$ cat config.mk
export PLATFORM = sky130hd
export DESIGN_NAME = smu_qmul
export DESIGN_NICKNAME = d
export VERILOG_FILES = /design/src/rtl/smu_pkg.sv /design/src/rtl/smu_qmul.sv
export SDC_FILE = /design/constraint.sdc
export NUM_CORES = 2
export LEC_CHECK = 0
export ABC_AREA = 1
export BUFFER_PORTS_ARGS = -buffer_cell sky130_fd_sc_hd__buf_2
export CORE_MARGIN = 1
export CORE_UTILIZATION = 26
export DETAILED_ROUTE_END_ITERATION = 12
export PLACE_DENSITY_LB_ADDON = 0.15
export SLEW_MARGIN = 20
export SYNTH_ARGS = -nofsm -noshare
export SYNTH_HDL_FRONTEND = slang
export SYNTH_SLANG_ARGS = --single-unit
$ cat constraint.sdc
create_clock -name clock -period 11.5 [get_ports clock]
set_input_delay 0.575 -clock clock [delete_from_list [all_inputs] [get_ports clock]]
set_output_delay 0.575 -clock clock [all_outputs]
set_load 0.01 [all_outputs]
$ cat src/rtl/smu_pkg.sv
// ----------------------------------------------------------------------------
// smu_pkg
// Fixed formats and Q.40 constants of the sine unit.
// ----------------------------------------------------------------------------
package smu_pkg;

   localparam int ANGLE_W = 32;
   localparam int SINE_W  = 32;

   // polynomial datapath word, Q.40 in 42 signed bits
   localparam int TW      = 42;
   localparam int QF      = 40;
   localparam int PP_LO_W = 20;   // low slice of the multiplier operand
   localparam int LO_SHIFT = 24;  // Q.64 -> Q.40

   typedef logic signed [TW-1:0] coef_type;

   localparam logic [31:0]        TWO_OVER_PI_Q32 = 32'hA2F9836E;
   localparam coef_type           PIO2_HI_Q40     = 42'sh1921FB54440;
   localparam logic signed [26:0] PIO2_LO_Q64     = 27'sh2D1846A;

   // cosine: 1 + K2 x^2 + K4 x^4 + K6 x^6 + K8 x^8 + K10 x^10
   localparam coef_type COS_K10 = -42'sd299467;
   localparam coef_type COS_K8  =  42'sd27267726;
   localparam coef_type COS_K6  = -42'sd1527099061;
   localparam coef_type COS_K4  =  42'sd45812984458;
   localparam coef_type COS_K2  = -42'sd549755813888;
   localparam coef_type ONE_Q40 =  42'sd1099511627776;

   // sine: x + S3 x^3 + S5 x^5 + S7 x^7 + S9 x^9
   localparam coef_type SIN_S9 =  42'sd2988606;
   localparam coef_type SIN_S7 = -42'sd218135545;
   localparam coef_type SIN_S5 =  42'sd9162592469;
   localparam coef_type SIN_S3 = -42'sd183251937678;

endpackage

$ cat src/rtl/smu_qmul.sv
// ----------------------------------------------------------------------------
// smu_qmul
// Two-stage Q.40 multiply, rounded half away from zero.
// ----------------------------------------------------------------------------
module smu_qmul (
   input  logic             clock,
   input  logic             en,
   input  smu_pkg::coef_type op_a,
   input  smu_pkg::coef_type op_b,
   output smu_pkg::coef_type prod
);
   import smu_pkg::*;

   localparam int LO_PW = TW + PP_LO_W;        // |a| * low slice
   localparam int HI_PW = 2*TW - PP_LO_W;      // |a| * high slice
   localparam int SUM_W = 2*TW;

   logic [TW-1:0]    mag_a;
   logic [TW-1:0]    mag_b;
   logic [LO_PW-1:0] part_lo_in, part_lo_ff;
   logic [HI_PW-1:0] part_hi_in, part_hi_ff;
   logic             neg_in, neg_ff;
   logic [SUM_W-1:0] sum;
   logic [TW-1:0]    rnd;
   coef_type         prod_in, prod_ff;

   // stage 1: magnitudes and split partial products
   always_comb begin
      mag_a      = op_a[TW-1] ? TW'(-op_a) : TW'(op_a);
      mag_b      = op_b[TW-1] ? TW'(-op_b) : TW'(op_b);
      neg_in     = op_a[TW-1] ^ op_b[TW-1];
      part_lo_in = LO_PW'(mag_a) * LO_PW'(mag_b[PP_LO_W-1:0]);
      part_hi_in = HI_PW'(mag_a) * HI_PW'(mag_b[TW-1:PP_LO_W]);
   end

   // stage 2: recombine, round at bit 40, apply sign
   always_comb begin
      sum = {part_hi_ff, PP_LO_W'(0)} + SUM_W'(part_lo_ff)
            + (SUM_W'(1) << (QF - 1));
      rnd = sum[QF +: TW];
      prod_in = neg_ff ? coef_type'(TW'(0) - rnd) : coef_type'(rnd);
   end

   always_ff @(posedge clock) begin
      if (en) begin
         part_lo_ff <= part_lo_in;
         part_hi_ff <= part_hi_in;
         neg_ff     <= neg_in;
         prod_ff    <= prod_in;
      end
   end

   assign prod = prod_ff;

endmodule

# Yosys cells after proc, flatten, opt, wreduce, memory -nomap -nowiden

Index checks and enable logic that the tools add are counted.

Word-level logic and storage cells: 15
Flip-flop bits (word level): 167
Bits in latches: 0
Bits of input ports: 86
Bits in writable memories: 0
Memories kept: 0
Bits in read-only memories: 0

Reduce and logical (&&, ||, !) cells: 0
Div/mod/pow operators: 0
Magnitude comparators: 0
$add $sub $neg: 5
Shift operators: 0
Mux-type cells: 3
$mul: 2
Bitwise logic cells: 1
Equality and inequality tests: 0

Operator list:

| operator                                          | number |
|---|---|
| two-way mux 42 bit                                | 3 |
| negator 42 bit                                    | 2 |
| adder 82 x 40 -> 82 bit, second input constant    | 1 |
| adder 82 x 62 -> 82 bit                           | 1 |
| multiplier 42 x 20 -> 62 bit                      | 1 |
| multiplier 42 x 22 -> 62 bit                      | 1 |
| subtractor 1 x 42 -> 42 bit, first input constant | 1 |
| bitwise XOR 1 bit                                 | 1 |

# Depth between registers and ports, before layout

Word-level depth: 4
Depth in mapped cells: 48

# Worst setup path before layout

OpenSTA, ideal clock, no wires.

Kind: in2reg
Start: input op_b[0]
End: register part_hi_ff[42] (data pin)
Stages: 41
Path slack: 2.873 ns
Setup time: 0.265 ns
Required time: 11.235 ns
Arrival: 8.362 ns
Cells stage by stage: inv_2 clkbuf_1 clkbuf_1 ha_1 inv_1 nor2_2 nand2_1 nor2_1 nand4_1 nor4_1 nand2_1 o31ai_1 xnor2_1 clkbuf_1 nand2_1 fa_1 inv_1 fa_1 [5 not listed] fa_1 inv_1 fa_1 inv_1 fa_1 inv_1 ha_1 nand2_1 nor2_1 nand2_1 inv_1 nand4_1 nand3_1 a21oi_1 o21ai_0 a21oi_1 o21ai_0 xor2_1

Word-level cells in the longest chain between the ends: 3

Ends and longest elaborated chain:

| item                         | line           | text |
|---|---|---|
| from (decl)                  | smu_qmul.sv:9  | `input smu_pkg::coef_type op_b,` |
| negator 42 bit               | smu_qmul.sv:30 | `mag_b = op_b[TW-1] ? TW'(-op_b) : TW'(op_b);` |
| two-way mux 42 bit           | smu_qmul.sv:30 |  |
| multiplier 42 x 22 -> 62 bit | smu_qmul.sv:33 | `part_hi_in = HI_PW'(mag_a) * HI_PW'(mag_b[TW-1:PP_LO_W]);` |
| named net part_hi_in[42]     | smu_qmul.sv:21 | `logic [HI_PW-1:0] part_hi_in, part_hi_ff;` |
| to (signal assigned)         | smu_qmul.sv:47 | `part_hi_ff <= part_hi_in;` |
| to (decl)                    | smu_qmul.sv:21 |  |

The timed path passes the listed nets, and every way through them passes these cells.
A chain may end at the register's enable or synchronous reset.

# Final worst setup path

Ends and elaborated chain as after synthesis.

==> results.yml <==
run_status:
  status: "finished clean"
global_routing:
  antenna_found_initial: 25
  grt_pass1_vias: 60700
  overflow: 0
  grt_max_degree: 92
  grt_pass1_wl_um: 430000
  track_usage_pct: 22.6
critical_path:
  slowest_stage: "buf_4"
  cp-start-kind: "input port"
  cp.arrival_ps: 10560
  slowest_delay_ps: 540
  crit_family: "adder cells"
  critPathKind: "in2reg"
  crit_path_end_kind: "flop"
  required_ps: 11760
  path_max_fanout: 39
  cp.buffers_inverters: 11
synthesis:
  syn_avg_cell_area_um2: 7.72
  async_reset_ff_share_pct: 0
  yosysSeqAreaShare_pct: 6.50
  yosys_warnings: 0
  yosys_register_bits: 147
  ys.flop_type: "edfxtp_1"
  synth_nets: 10800
  synthCells: 8807
  ys_types: 58
  synth_edf_count: 147
  synthesis.area_um2: 68000
die:
  coreArea_um2: 260000
  placementRows: 187
  dieArea_um2: 263000
  io_pins: 128
  die_w_um: 513
  start_util_pct: 26.2
  fp.dieH_um: 513
detailed_routing:
  drt_iter0_markers: 4114
  highest_layer: "met5"
  drc: 0
  dr.pass1.iters: 6
  wl_met1_um: 128000
  routed_wl_um: 295000
  viasPerCell: 4.66
  drtAntennaViolNets: 0
  vias: 57000
  wire_per_inst_um: 24.1
  wl_met2_um: 136000
  wl_met3_um: 18300
cts:
  cts_sinks: 147
  clkTransAtPathRegs_ps: 70
  cts_tree: "built"
  clock_path_buffers: 2
  insertion_delay_ps: 480
  h-tree-depth: 4
  cts_hold_buf: 0
  cts_repair_resize_count: 0
  cts_setup_buffers: 0
  cts_buffers: 17
  root_buffer: "clkbuf_16"
placement:
  numPortBuffers: 127
  dpl-instance-area_um2: 73300
  dp_hpwl_um: 247000
  routabilityCongestion: 0.937
sta:
  hold_viol_final: 0
  finalMaxSlewViolations: 0
  worstMarginPinSlew_ps: 1140
  finClkSkew_ps: 16.7
  rsz0062_at_grt: "no"
  min_period_ps: 10300
  timing.final.crit_share_pct: 89.5
  setup_viol: 0
  max_freq_mhz: 97.1
  maxSlewHeadroom_pct: 23.6
  setup_tns_ps: 0
  holdWs_ps: 644
final_layout:
  nFillCells: 28400
  drive_above_1_share_pct: 5.26
  seqCellArea_um2: 4410
  multiInputGateArea_um2: 54200
  syn2layout_area_growth_pct: 8.69
  final_net_count: 10800
  fin_area_um2: 73900
job:
  cap_violations: 0
hold_path:
  min_path_type: "in2reg"
state kept, by name, summed over array words and instances (netlist names):
signal	cells
neg_ff	1
prod	42
part_lo_ff	42
part_hi_ff	62
logic make-up after synthesis:
kind of cell,share of synthesized area (%)
buf+inv,14.5
flops,6.50
fa+ha+maj,52.3
compound gates,3.95
simple gates,20.5
xor+xnor,2.26
per-layer routing:
layer | global-route usage, % | vias up
met5 | 0 | -
met4 | 8.31 | 24
met3 | 3.54 | 303
met2 | 37.1 | 1728
met1 | 29.8 | 29400
li1 | - | 25500
placed cells by master (no fill, tap or decap), drive strengths merged, types with 5 or more instances in the layout:
cell type and count:
xor2 125, nand4 41, o2111ai 5, inv 2254, xnor2 50, fa 1511, diode 10, clkbuf 17
or2 24, and2 5, and3 5, nand3b 17, nor2 767, a21oi 216, o21bai 14, nand2 2396
ha 421, clkinv 16, a31oi 45, o21a 13, edfxtp 147, o21ai 145, buf 292, nor4 27
a21o 16, nand3 161, o211ai 6, nor3 50
Yosys cell counts, drive strengths merged, types with 3 or more instances:
cell type  number  area, um^2
nand2        2396        9080
inv          2247        8440
fa           1511       30200
nor2          767        2950
ha            421        5270
a21oi         216        1090
clkbuf        216         811
nand3         161         831
edfxtp        147        4410
o21ai         145         741
xor2          125        1090
buf           101         554
nor3           50         287
xnor2          50         438
a31oi          45         282
nand4          41         257
nor4           27         169
or2            24         153
nand3b         17         128
a21o           16         120
o21bai         14         109
o21a           13        97.6
clkinv         12        45.0
o211ai          6        45.0
and2            5        31.3
and3            5        31.3
o2111ai         5        43.8
a21boi          4        30.0
o31ai           4        30.0
a211oi          3        22.5
o311ai          3        26.3
or3             3        18.8
metrics by stage:
| stage | util [%] | setup WS [ps] | std cells |
|---|---|---|---|
| after CTS | 28.4 | 1230 | 12200 |
| final | 28.4 | 1200 | 12200 |
| after detailed placement | 28.2 | 738 | 12200 |
| after floorplan | - | 2870 | 8807 |
| after global routing | 28.4 | 744 | 12200 |
| after global placement | 28.2 | 675 | 12200 |
area by class of cell:
class / instances / area share (%)
clock inverters: 15 / 0.168
repair buffers: 292 / 2.61
well taps: 3402 / 5.76
flip-flops and latches: 147 / 5.98
diodes: 10 / 0.0339
clock buffers: 17 / 0.576
multi-input cells: 6084 / 73.4
inverters: 2259 / 11.5
worst paths after layout:
kind / startpoint / endpoint / slack (ps) / cells after the start
setup / recovery: op_b[0] / part_hi_ff[42] / 1200 / 42
hold / removal: en / prod[6] / 640 / 1
setup reg to reg: part_lo_ff[38] / prod[40] / 7420 / 18
hold reg to reg: part_hi_ff[59] / prod[39] / 830 / 4
Power is not shown: default switching activity piles up to over one toggle a cycle in this logic, so the estimate is an artifact.
